===== config.mk =====
export PLATFORM = sky130hd
export DESIGN_NAME = sha256_stream_hasher
export DESIGN_NICKNAME = d
export VERILOG_FILES = /design/src/hw/rtl/shs_pkg.sv /design/src/hw/rtl/shs_item_queue.sv /design/src/hw/rtl/shs_core.sv /design/src/hw/rtl/sha256_stream_hasher.sv
export VERILOG_INCLUDE_DIRS = /design/src /design/src/hw/rtl
export SDC_FILE = /design/constraint.sdc
export NUM_CORES = 2
export LEC_CHECK = 0
export BUFFER_PORTS_ARGS = -buffer_cell sky130_fd_sc_hd__buf_2
export CAP_MARGIN = 20
export CORE_ASPECT_RATIO = 1.4
export CORE_MARGIN = 2
export CORE_UTILIZATION = 45
export DETAILED_ROUTE_END_ITERATION = 12
export PLACE_DENSITY_LB_ADDON = 0.05
export SYNTH_ARGS = -nofsm -noshare
export SYNTH_HDL_FRONTEND = slang
export SYNTH_SLANG_ARGS = --single-unit

===== constraint.sdc =====
create_clock -name clk -period 28.4 [get_ports clk]
set_input_delay 5.68 -clock clk [delete_from_list [all_inputs] [get_ports clk]]
set_output_delay 5.68 -clock clk [all_outputs]
set_load 0.01 [all_outputs]

===== src/hw/rtl/sha256_stream_hasher_defines.svh =====
// Assertion macros used by the hash core of the stream hasher.
`ifndef SHA256_STREAM_HASHER_DEFINES_SVH
`define SHA256_STREAM_HASHER_DEFINES_SVH
// Checks that a condition implies a consequence in the same cycle.
`define SHS_ASSERT_IMPL(label, clk, rst_n, cond, cons, msg) \
    label: assert property (@(posedge clk) disable iff (!rst_n) (cond) |-> (cons)) \
        else $error(msg);
// Checks that a condition implies a consequence in the next cycle.
`define SHS_ASSERT_NEXT(label, clk, rst_n, cond, cons, msg) \
    label: assert property (@(posedge clk) disable iff (!rst_n) (cond) |=> (cons)) \
        else $error(msg);
`endif


===== src/hw/rtl/shs_pkg.sv =====
// ----------------------------------------------------------------------------
// SHA-256 stream hasher package
// Shared constants, types and functions of the stream hasher.
// ----------------------------------------------------------------------------
package shs_pkg;

    localparam int QDEPTH = 4;
    localparam int QAW    = 2;

    typedef struct packed {
        logic [7:0] data_byte;
        logic       has_byte;
        logic       end_of_message;
    } item_t;

    typedef logic [31:0] word_t;

    function automatic word_t round_k(input logic [5:0] i);
        word_t k;
        begin
            case (i)
                6'd0: k = 32'h428a2f98;  6'd1: k = 32'h71374491;
                6'd2: k = 32'hb5c0fbcf;  6'd3: k = 32'he9b5dba5;
                6'd4: k = 32'h3956c25b;  6'd5: k = 32'h59f111f1;
                6'd6: k = 32'h923f82a4;  6'd7: k = 32'hab1c5ed5;
                6'd8: k = 32'hd807aa98;  6'd9: k = 32'h12835b01;
                6'd10: k = 32'h243185be; 6'd11: k = 32'h550c7dc3;
                6'd12: k = 32'h72be5d74; 6'd13: k = 32'h80deb1fe;
                6'd14: k = 32'h9bdc06a7; 6'd15: k = 32'hc19bf174;
                6'd16: k = 32'he49b69c1; 6'd17: k = 32'hefbe4786;
                6'd18: k = 32'h0fc19dc6; 6'd19: k = 32'h240ca1cc;
                6'd20: k = 32'h2de92c6f; 6'd21: k = 32'h4a7484aa;
                6'd22: k = 32'h5cb0a9dc; 6'd23: k = 32'h76f988da;
                6'd24: k = 32'h983e5152; 6'd25: k = 32'ha831c66d;
                6'd26: k = 32'hb00327c8; 6'd27: k = 32'hbf597fc7;
                6'd28: k = 32'hc6e00bf3; 6'd29: k = 32'hd5a79147;
                6'd30: k = 32'h06ca6351; 6'd31: k = 32'h14292967;
                6'd32: k = 32'h27b70a85; 6'd33: k = 32'h2e1b2138;
                6'd34: k = 32'h4d2c6dfc; 6'd35: k = 32'h53380d13;
                6'd36: k = 32'h650a7354; 6'd37: k = 32'h766a0abb;
                6'd38: k = 32'h81c2c92e; 6'd39: k = 32'h92722c85;
                6'd40: k = 32'ha2bfe8a1; 6'd41: k = 32'ha81a664b;
                6'd42: k = 32'hc24b8b70; 6'd43: k = 32'hc76c51a3;
                6'd44: k = 32'hd192e819; 6'd45: k = 32'hd6990624;
                6'd46: k = 32'hf40e3585; 6'd47: k = 32'h106aa070;
                6'd48: k = 32'h19a4c116; 6'd49: k = 32'h1e376c08;
                6'd50: k = 32'h2748774c; 6'd51: k = 32'h34b0bcb5;
                6'd52: k = 32'h391c0cb3; 6'd53: k = 32'h4ed8aa4a;
                6'd54: k = 32'h5b9cca4f; 6'd55: k = 32'h682e6ff3;
                6'd56: k = 32'h748f82ee; 6'd57: k = 32'h78a5636f;
                6'd58: k = 32'h84c87814; 6'd59: k = 32'h8cc70208;
                6'd60: k = 32'h90befffa; 6'd61: k = 32'ha4506ceb;
                6'd62: k = 32'hbef9a3f7; default: k = 32'hc67178f2;
            endcase
            return k;
        end
    endfunction

    function automatic word_t init_vector(input logic [2:0] i);
        word_t h;
        begin
            case (i)
                3'd0: h = 32'h6a09e667; 3'd1: h = 32'hbb67ae85;
                3'd2: h = 32'h3c6ef372; 3'd3: h = 32'ha54ff53a;
                3'd4: h = 32'h510e527f; 3'd5: h = 32'h9b05688c;
                3'd6: h = 32'h1f83d9ab; default: h = 32'h5be0cd19;
            endcase
            return h;
        end
    endfunction

    function automatic word_t rotr(input word_t v, input int n);
        return (v >> n) | (v << (32 - n));
    endfunction

endpackage


===== src/hw/rtl/shs_item_queue.sv =====
// ----------------------------------------------------------------------------
// Item queue
// Short first-in first-out queue between the input front and the hash core.
// ----------------------------------------------------------------------------
module shs_item_queue
    import shs_pkg::*;
(
    input  logic  clk,
    input  logic  rst_n,
    input  logic  wr_valid,
    output logic  wr_ready,
    input  item_t wr_item,
    output logic  rd_valid,
    input  logic  rd_ready,
    output item_t rd_item
);

    item_t            slot_reg [QDEPTH];
    logic [QAW-1:0]   wptr_reg, rptr_reg;
    logic [QAW:0]     count_reg;
    logic             push, pop;

    assign wr_ready = (count_reg != QDEPTH[QAW:0]);
    assign rd_valid = (count_reg != '0);
    assign rd_item  = slot_reg[rptr_reg];
    assign push     = wr_valid && wr_ready;
    assign pop      = rd_valid && rd_ready;

    always_ff @(posedge clk)
    begin
        if (push)
        begin
            slot_reg[wptr_reg] <= wr_item;
        end
    end

    always_ff @(posedge clk or negedge rst_n)
    begin
        if (!rst_n)
        begin
            wptr_reg  <= '0;
            rptr_reg  <= '0;
            count_reg <= '0;
        end
        else
        begin
            if (push)
            begin
                wptr_reg <= wptr_reg + 1'b1;
            end
            if (pop)
            begin
                rptr_reg <= rptr_reg + 1'b1;
            end
            count_reg <= count_reg + {{QAW{1'b0}}, push} - {{QAW{1'b0}}, pop};
        end
    end

endmodule


===== src/hw/rtl/shs_core.sv =====
// ----------------------------------------------------------------------------
// Hash core
// Buffers bytes, pads, runs one SHA-256 round per cycle and emits the digest.
// ----------------------------------------------------------------------------
`include "sha256_stream_hasher_defines.svh"
module shs_core
    import shs_pkg::*;
(
    input  logic        clk,
    input  logic        rst_n,
    input  logic        in_valid,
    output logic        in_ready,
    input  item_t       in_item,
    output logic        out_valid,
    input  logic        out_ready,
    output logic [31:0] digest_word,
    output logic [2:0]  word_index,
    output logic        last_word
);

    typedef enum logic [4:0] {
        S_IDLE  = 5'b00001,
        S_PAD   = 5'b00010,
        S_ROUND = 5'b00100,
        S_FEED  = 5'b01000,
        S_OUT   = 5'b10000
    } state_t;

    state_t       state_reg;
    word_t        h_reg [8];
    word_t        v_reg [8];
    word_t        w_reg [16];
    logic [5:0]   fill_reg;
    logic [63:0]  len_reg;
    logic [5:0]   rnd_reg;
    logic [5:0]   pad_reg;
    logic         fin_reg;
    logic         second_reg;
    logic         pend_reg;
    logic [2:0]   oidx_reg;
    logic [2:0]   onum_reg;
    logic [31:0]  ow_reg;
    logic         ovalid_reg;

    word_t        s0, s1, wnew, wcur, t1, t2, e, a;
    word_t        lenw;
    logic [7:0]   pbyte;
    logic         out_free;
    logic         load_out;

    assign out_free  = !ovalid_reg || out_ready;
    assign load_out  = (state_reg == S_OUT) && out_free;
    assign in_ready  = (state_reg == S_IDLE);
    assign out_valid = ovalid_reg;
    assign digest_word = ow_reg;
    assign word_index  = oidx_reg;
    assign last_word   = (oidx_reg == 3'd7);

    always_comb
    begin
        s0   = rotr(w_reg[1], 7) ^ rotr(w_reg[1], 18) ^ (w_reg[1] >> 3);
        s1   = rotr(w_reg[14], 17) ^ rotr(w_reg[14], 19) ^ (w_reg[14] >> 10);
        wnew = w_reg[0] + s0 + w_reg[9] + s1;
        wcur = w_reg[0];
        e    = v_reg[4];
        a    = v_reg[0];
        t1   = v_reg[7] + (rotr(e, 6) ^ rotr(e, 11) ^ rotr(e, 25))
             + ((e & v_reg[5]) ^ (~e & v_reg[6])) + round_k(rnd_reg) + wcur;
        t2   = (rotr(a, 2) ^ rotr(a, 13) ^ rotr(a, 22))
             + ((a & v_reg[1]) ^ (a & v_reg[2]) ^ (v_reg[1] & v_reg[2]));
        lenw = pad_reg[2] ? len_reg[31:0] : len_reg[63:32];
        if (pad_reg == fill_reg && !second_reg)
        begin
            pbyte = 8'h80;
        end
        else
        begin
            pbyte = 8'h00;
        end
    end

    always_ff @(posedge clk or negedge rst_n)
    begin
        if (!rst_n)
        begin
            state_reg  <= S_IDLE;
            fill_reg   <= '0;
            len_reg    <= '0;
            rnd_reg    <= '0;
            pad_reg    <= '0;
            fin_reg    <= 1'b0;
            second_reg <= 1'b0;
            pend_reg   <= 1'b0;
            oidx_reg   <= '0;
            onum_reg   <= '0;
            ovalid_reg <= 1'b0;
            for (int i = 0; i < 8; i++)
            begin
                h_reg[i] <= init_vector(3'(i));
            end
        end
        else
        begin
            if (load_out)
            begin
                ovalid_reg <= 1'b1;
            end
            else if (ovalid_reg && out_ready)
            begin
                ovalid_reg <= 1'b0;
            end
            case (state_reg)
                S_IDLE:
                begin
                    if (in_valid)
                    begin
                        fin_reg    <= in_item.end_of_message;
                        second_reg <= 1'b0;
                        pend_reg   <= in_item.has_byte && fill_reg == 6'd63
                                      && in_item.end_of_message;
                        pad_reg    <= fill_reg + {5'd0, in_item.has_byte};
                        if (in_item.has_byte)
                        begin
                            w_reg[fill_reg[5:2]][8*(3-fill_reg[1:0]) +: 8]
                                <= in_item.data_byte;
                            fill_reg <= fill_reg + 1'b1;
                            len_reg  <= len_reg + 64'd8;
                        end
                        if (in_item.has_byte && fill_reg == 6'd63)
                        begin
                            state_reg <= S_ROUND;
                            rnd_reg   <= '0;
                            for (int i = 0; i < 8; i++)
                            begin
                                v_reg[i] <= h_reg[i];
                            end
                        end
                        else if (in_item.end_of_message)
                        begin
                            state_reg <= S_PAD;
                        end
                    end
                end
                S_PAD:
                begin
                    // Fills one byte per cycle from pad_reg to the end of the block.
                    if (pad_reg >= 6'd56 && (fill_reg < 6'd56 || second_reg))
                    begin
                        w_reg[pad_reg[5:2]][8*(3-pad_reg[1:0]) +: 8]
                            <= lenw[8*(3-pad_reg[1:0]) +: 8];
                    end
                    else
                    begin
                        w_reg[pad_reg[5:2]][8*(3-pad_reg[1:0]) +: 8] <= pbyte;
                    end
                    pad_reg <= pad_reg + 1'b1;
                    if (pad_reg == 6'd63)
                    begin
                        state_reg <= S_ROUND;
                        rnd_reg   <= '0;
                        for (int i = 0; i < 8; i++)
                        begin
                            v_reg[i] <= h_reg[i];
                        end
                    end
                end
                S_ROUND:
                begin
                    for (int i = 0; i < 15; i++)
                    begin
                        w_reg[i] <= w_reg[i+1];
                    end
                    w_reg[15] <= wnew;
                    v_reg[7] <= v_reg[6];
                    v_reg[6] <= v_reg[5];
                    v_reg[5] <= e;
                    v_reg[4] <= v_reg[3] + t1;
                    v_reg[3] <= v_reg[2];
                    v_reg[2] <= v_reg[1];
                    v_reg[1] <= a;
                    v_reg[0] <= t1 + t2;
                    rnd_reg  <= rnd_reg + 1'b1;
                    if (rnd_reg == 6'd63)
                    begin
                        state_reg <= S_FEED;
                    end
                end
                S_FEED:
                begin
                    for (int i = 0; i < 8; i++)
                    begin
                        h_reg[i] <= h_reg[i] + v_reg[i];
                    end
                    fill_reg <= '0;
                    if (!fin_reg)
                    begin
                        state_reg <= S_IDLE;
                    end
                    else if (pend_reg)
                    begin
                        pend_reg   <= 1'b0;
                        second_reg <= 1'b0;
                        pad_reg    <= '0;
                        state_reg  <= S_PAD;
                    end
                    else if (!second_reg && fill_reg >= 6'd56)
                    begin
                        second_reg <= 1'b1;
                        pad_reg    <= '0;
                        state_reg  <= S_PAD;
                    end
                    else
                    begin
                        onum_reg  <= '0;
                        state_reg <= S_OUT;
                    end
                end
                S_OUT:
                begin
                    if (out_free)
                    begin
                        ow_reg   <= h_reg[onum_reg];
                        oidx_reg <= onum_reg;
                        onum_reg <= onum_reg + 1'b1;
                        if (onum_reg == 3'd7)
                        begin
                            state_reg <= S_IDLE;
                            len_reg   <= '0;
                            for (int i = 0; i < 8; i++)
                            begin
                                h_reg[i] <= init_vector(3'(i));
                            end
                        end
                    end
                end
                default:
                begin
                    state_reg <= S_IDLE;
                end
            endcase
        end
    end

    `SHS_ASSERT_IMPL(a_ready_idle, clk, rst_n, in_ready, state_reg == S_IDLE,
        "core takes a transaction outside idle")
    `SHS_ASSERT_NEXT(a_round_end, clk, rst_n,
        state_reg == S_ROUND && rnd_reg == 6'd63, state_reg == S_FEED,
        "round count out of step")
    `SHS_ASSERT_NEXT(a_out_hold, clk, rst_n, out_valid && !out_ready,
        out_valid && $stable(digest_word) && $stable(word_index),
        "digest word changed while stalled")

endmodule


===== src/hw/rtl/sha256_stream_hasher.sv =====
// ----------------------------------------------------------------------------
// SHA-256 stream hasher
// Hashes a byte stream with SHA-256 and delivers the digest word by word.
// ----------------------------------------------------------------------------
// The input channel takes one transaction per byte; has_byte marks a real
// byte and end_of_message closes the message. A four-entry queue decouples
// the input from the hash core, so the sender can run ahead briefly.
// The core takes a byte only while idle; the 64th byte of a block starts the
// rounds and then the feed-forward, and the core takes no input meanwhile.
// At end of message the core pads one byte per cycle, compresses one or two
// blocks, then presents eight digest words, one per cycle while the receiver
// is ready, word 0 first, last_word on word 7.
// While the output is stalled the core holds the current word and waits;
// the queue keeps taking input until it is full.
// Reset loads the initial hash vector and empties the queue.
// ----------------------------------------------------------------------------
module sha256_stream_hasher
    import shs_pkg::*;
(
    input  logic        clk,
    input  logic        rst_n,
    input  logic        in_valid,
    output logic        in_ready,
    input  logic [7:0]  data_byte,
    input  logic        has_byte,
    input  logic        end_of_message,
    output logic        out_valid,
    input  logic        out_ready,
    output logic [31:0] digest_word,
    output logic [2:0]  word_index,
    output logic        last_word
);

    item_t in_item, q_item;
    logic  q_valid, q_ready;

    assign in_item = '{data_byte: data_byte, has_byte: has_byte,
                       end_of_message: end_of_message};

    shs_item_queue u_queue (
        .clk      (clk),
        .rst_n    (rst_n),
        .wr_valid (in_valid),
        .wr_ready (in_ready),
        .wr_item  (in_item),
        .rd_valid (q_valid),
        .rd_ready (q_ready),
        .rd_item  (q_item)
    );

    shs_core u_core (
        .clk         (clk),
        .rst_n       (rst_n),
        .in_valid    (q_valid),
        .in_ready    (q_ready),
        .in_item     (q_item),
        .out_valid   (out_valid),
        .out_ready   (out_ready),
        .digest_word (digest_word),
        .word_index  (word_index),
        .last_word   (last_word)
    );

endmodule


=== Word-level counts from Yosys, hierarchy flattened ===
Memory sizes are Yosys's and may differ from the RTL's.
Index checks and enable logic that the tools add are counted.
Widths: inputs -> output; s select.

* Muxes and demuxes: 126
* Reduce and logical (&&, ||, !) cells: 40
* Eq/ne operators: 24
* Bitwise gates (word level): 76
* Add/sub/neg operators: 32
* $lt $le $gt $ge: 4
* Shift operators: 6

{| class="wikitable"
|+ Operator list
! kind !! number
|-
| $mux 32 || 26
|-
| $add 32x32->32 || 18
|-
| $mux 256 || 2
|-
| $pmux 256 s2 || 1
|-
| $xor 32x32->32 || 9
|-
| $mux 64 || 4
|-
| $and 32x32->32 || 5
|-
| $pmux 64 s2 || 1
|-
| $shiftx 8x34->32 || 3
|-
| $bmux 32 s3 || 1
|-
| $neg 32->34 || 2
|-
| $shift 8x34->32 const A || 2
|-
| $add 64x4->64 const B || 1
|-
| $reduce_or 32->1 || 2
|-
| $mux 1 || 58
|-
| $mux 6 || 9
|-
| $mux 5 || 10
|-
| $or 1x1->1 || 48
|-
| $pmux 6 s3 || 2
|-
| $shiftx 32x33->8 || 1
|-
| $not 32->32 || 1
|-
| $or 10x32->32 || 1
|-
| $or 13x32->32 || 1
|-
| $or 14x32->32 || 1
|-
| 49 further kinds || 99
|}

* Memories: 4
* RAM bits: 808
* Flip-flop bits (word level): 392
* Memory bits (read-only): 2048

{| class="wikitable"
|+ Memories
! memory !! words !! width !! read ports !! clocked after Yosys merged registers in !! write ports !! line !! text
|-
| (no name shown) || 64 || 32 || 1 || 0 || 0 || shs_pkg.sv:21 || <nowiki>case (i)</nowiki>
|-
| u_core.w_reg || 16 || 32 || 16 || 0 || 16 || shs_core.sv:32 || <nowiki>word_t w_reg [16];</nowiki>
|-
| u_core.v_reg || 8 || 32 || 8 || 0 || 8 || shs_core.sv:31 || <nowiki>word_t v_reg [8];</nowiki>
|-
| u_queue.slot_reg || 4 || 10 || 1 || 0 || 1 || shs_item_queue.sv:18 || <nowiki>item_t slot_reg [QDEPTH];</nowiki>
|}

=== Depth between registers and ports, before layout ===
* Depth after elaboration: 11
* Mapped depth: 43
* Depth with buffers taken out: 41

=== Hierarchy ===
From an unflattened synthesis, not the netlist that was laid out.

* Cells, all modules: 7574
* Area, all modules: 78122.4 µm²

{| class="wikitable"
|+ Modules (own cells, without submodules)
! module !! area an instance (µm²) !! cells each !! times used
|-
| shs_core || 76200.6 || 7481 || 1
|-
| shs_item_queue || 1921.8 || 93 || 1
|}

=== Worst setup path before layout ===
No wires, ideal clock.

* Path kind: input port to flip-flop
* From: in rst_n
* To: mem u_core.v_reg[0][0] (netlist bit), enable pin
* Library setup time: 0.836 ns
* Stages on the path: 2
* Slack: 11.794 ns
* Required time: 27.564 ns
* Data arrival time: 15.770 ns
* Cells stage by stage: clkbuf_1 -> nor2b_1

{| class="wikitable"
|+ RTL lines
! element !! line !! text
|-
| start, declared || sha256_stream_hasher.sv:21 || <nowiki>input logic rst_n,</nowiki>
|-
| end, declared || shs_core.sv:31 ||
|}

==> results.md <==
- TNS Setup: 0 ps
- Leading cell types by total area after synthesis: edfxtp_1 32%, dfrtp_1 7.1%, ha_1 6.6%, a21o_1 6.4%, fa_1 5.0%
- CTS tree: done
- # Post-CTS Setup Buffers: 0
- Run status: complete, no violations
- Cell family with most CP delay: compound AO/OA/AOI/OAI gates
- Multiplexer area fraction after synthesis: 0.0390
- Slew Viols, Final: 0
- Syn_nets: 8153
- Core Box Area: 172000 um^2
- Finished Layout Cells: 9880
- Worst-Skew Late Latency: 820 ps
- FF-to-FF Start: u_core.rnd_reg[0]
- Fin nets: 8115
- Commonest non-fill, non-tap cell in the layout: nand2_1
- Final min period: 10630 ps
- Commonest non-fill, non-tap cells in the layout: 1013 x nand2_1, 840 x edfxtp_1, 666 x a21o_1, 537 x o21ai_0, 464 x a21oi_1
- Synth top area share: 0.324
- Inst Count DP: 9610
- Period utilisation layout: 0.374
- CP most frequent cell: o21ai_0
- CP arrival: 11160 ps
- Detail Route Antenna Nets: 0
- IO buf count: 51
- Post-CTS Resized: 0
- Post-synthesis compound-gate area fraction: 0.178
- Initial antenna violation count: 3
- Syn avg cell area: 10.3 um^2
- DR iter-0 viols: 4900
- Maximum clock rate: 94.1 MHz
- Skew final: 31.0 ps
- Crit-path max cell delay: 630 ps
- Least-Margin Pin Slew: 1270 ps
- Largest net degree at the start of global routing: 184
- Area growth syn-to-layout: 9.71%
- Worst endpoint required time: 28930 ps
- Ports: 52
- Vias in the first global route: 59459
- DP HPWL: 216 mm
- WL per Instance: 29.3 um
- DR vias: 59186
- Die area: 176000 um^2
- Critical-path top delay cell: nor4_1
- Leading area contributor after synthesis: edfxtp_1
- Crit-path max FO: 24
- DRC: 0
- FP Rows: 180
- Number of flip-flops in the largest register: 512
- Synthesis warning total: 0
- Final Hold Viols: 0
- First-pass GRT wire length: 416 mm
- Ys async rst share: 0.298
- Number of synthesized flops with an enable pin: 840
- Setup CP Type: reg2reg
- Total gr overflow: 0
- Post-Synth Adder-Cell Area: 0.120
- R2R depth: 37
- HP Start: u_queue.count_reg[2]
- CTS buffer count: 134
- CP Launch Type: register
- DR pass1 iterations: 6
- RSZ-0062 raised after global routing: false
- Min-Delay Path Class: reg2reg
- Reg clk slew, reported paths: 60 ps
- Initial Util: 0.453
- Synth Register Bits: 1197
- Rel. slew slack: 0.150
- Vias per inst: 5.99
- Routability cong.: 0.960
- CTS Buffer Depth: 3
- Setup-failing EPs final: 0
- Tot GR Track Use: 0.326
- Post-Route WL: 289 mm
- Register area share after synthesis: 0.442
- Clk sinks: 1197
- Area share of xor/xnor cells in the synthesized design: 0.0706
- Hold endpoint: u_queue.count_reg[2]
- Die span in x: 355 um
- Synthesized cell area: 77700 um^2
- Max-Cap Viols: 0
- Critical path buffer and inverter count: 4
- Reg-to-reg endpoint: u_core.v_reg[0][31]
- Die H: 496 um
- Simple-gate share of the synthesized area: 0.115
- Reg2Reg Setup Slack: 17770 ps
- Worst hold path depth: 1
- Largest family of logic cells by synthesized area: compound AO/OA/AOI/OAI gates
- Mapped Cells: 7530
- Setup crit end kind: register
- Hold buffers post-CTS: 0
- H-tree Lvls: 4
- Ratio of cells with drive above 1 in the final layout: 0.102
- Root buffer cell: clkbuf_16
- Final core occ: 0.497
- Post-synthesis cell type count: 92
- Synth Flop Type: edfxtp_1
cell type report:
type | instances | area [um^2]
fill | 15830 | 86300
multi-input combinational | 5618 | 40800
clock inverter | 82 | 935
sequential | 1197 | 34300
inverter | 304 | 1140
tap | 2275 | 2850
clock buffer | 166 | 3560
antenna | 1 | 2.50
timing repair buffer | 237 | 1680
worst register-to-register path: cells and delay by family (launching register included):
kind | cells | cell delay [ps]
XOR/XNOR | 3 | 580
adder cells (fa/ha/maj) | 7 | 3060
AND/OR/NAND/NOR | 7 | 1760
buffers and inverters | 4 | 860
AO/OA/AOI/OAI | 16 | 3760
flip-flops | 1 | 330
how the worst max path moves through the flow:
| stage | startpoint | endpoint | slack, ps | cells after the start |
|---|---|---|---|---|
| final | u_core.rnd_reg[0] | u_core.v_reg[0][31] | 17770 | 37 |
| after global routing | u_core.rnd_reg[0] | u_core.v_reg[0][31] | 17090 | 40 |
| after CTS | u_core.rnd_reg[0] | u_core.v_reg[0][31] | 17860 | 37 |
| after detailed placement | u_core.rnd_reg[0] | u_core.v_reg[0][31] | 17890 | 37 |
| after global placement | u_core.rnd_reg[0] | u_core.v_reg[0][31] | 17970 | 40 |
| after floorplan | rst_n | u_core.v_reg[0][0] | 11790 | 2 |
through the flow:
stage | area, um^2 | hold slack, ps | worst slack, ps
2_1_floorplan | 77700 | 468 | 11790
4_1_cts | 85100 | 504 | 17860
3_3_place_gp | 80500 | 485 | 17970
3_5_place_dp | 80600 | 495 | 17890
6_report | 85300 | 499 | 17770
5_1_grt | 85300 | 521 | 17090
synthesized netlist by cell type (all sizes together), types with 72 or more instances:
library cell / n
o21ai: 541
dfrtp: 220
nand3: 126
a21oi: 464
xor2: 229
inv: 303
fa: 196
a21o: 666
dfstp: 137
mux4: 95
edfxtp: 840
ha: 413
nand2b: 72
nor2: 393
nand2: 1016
clkbuf: 356
xnor2: 398
nor3: 110
metal layers:
layer / track usage / up-vias / part of all wire / routed length, um
li1: - / 26907 / - / -
met1: 0.353 / 29897 / 0.36 / 104000
met2: 0.592 / 1734 / 0.52 / 150000
met3: 0.0395 / 648 / 0.040 / 11600
met4: 0.224 / 0 / 0.081 / 23400
met5: 0 / - / 0 / 0
logic make-up after synthesis:
logic type / count (synthesis)
buf+inv: 715
simple gates: 2020
xor+xnor: 627
compound gates: 2157
flops: 1197
fa+ha+maj: 635
mux: 179
Power is not shown: default switching activity piles up to over one toggle a cycle in this logic, so the estimate is an artifact.
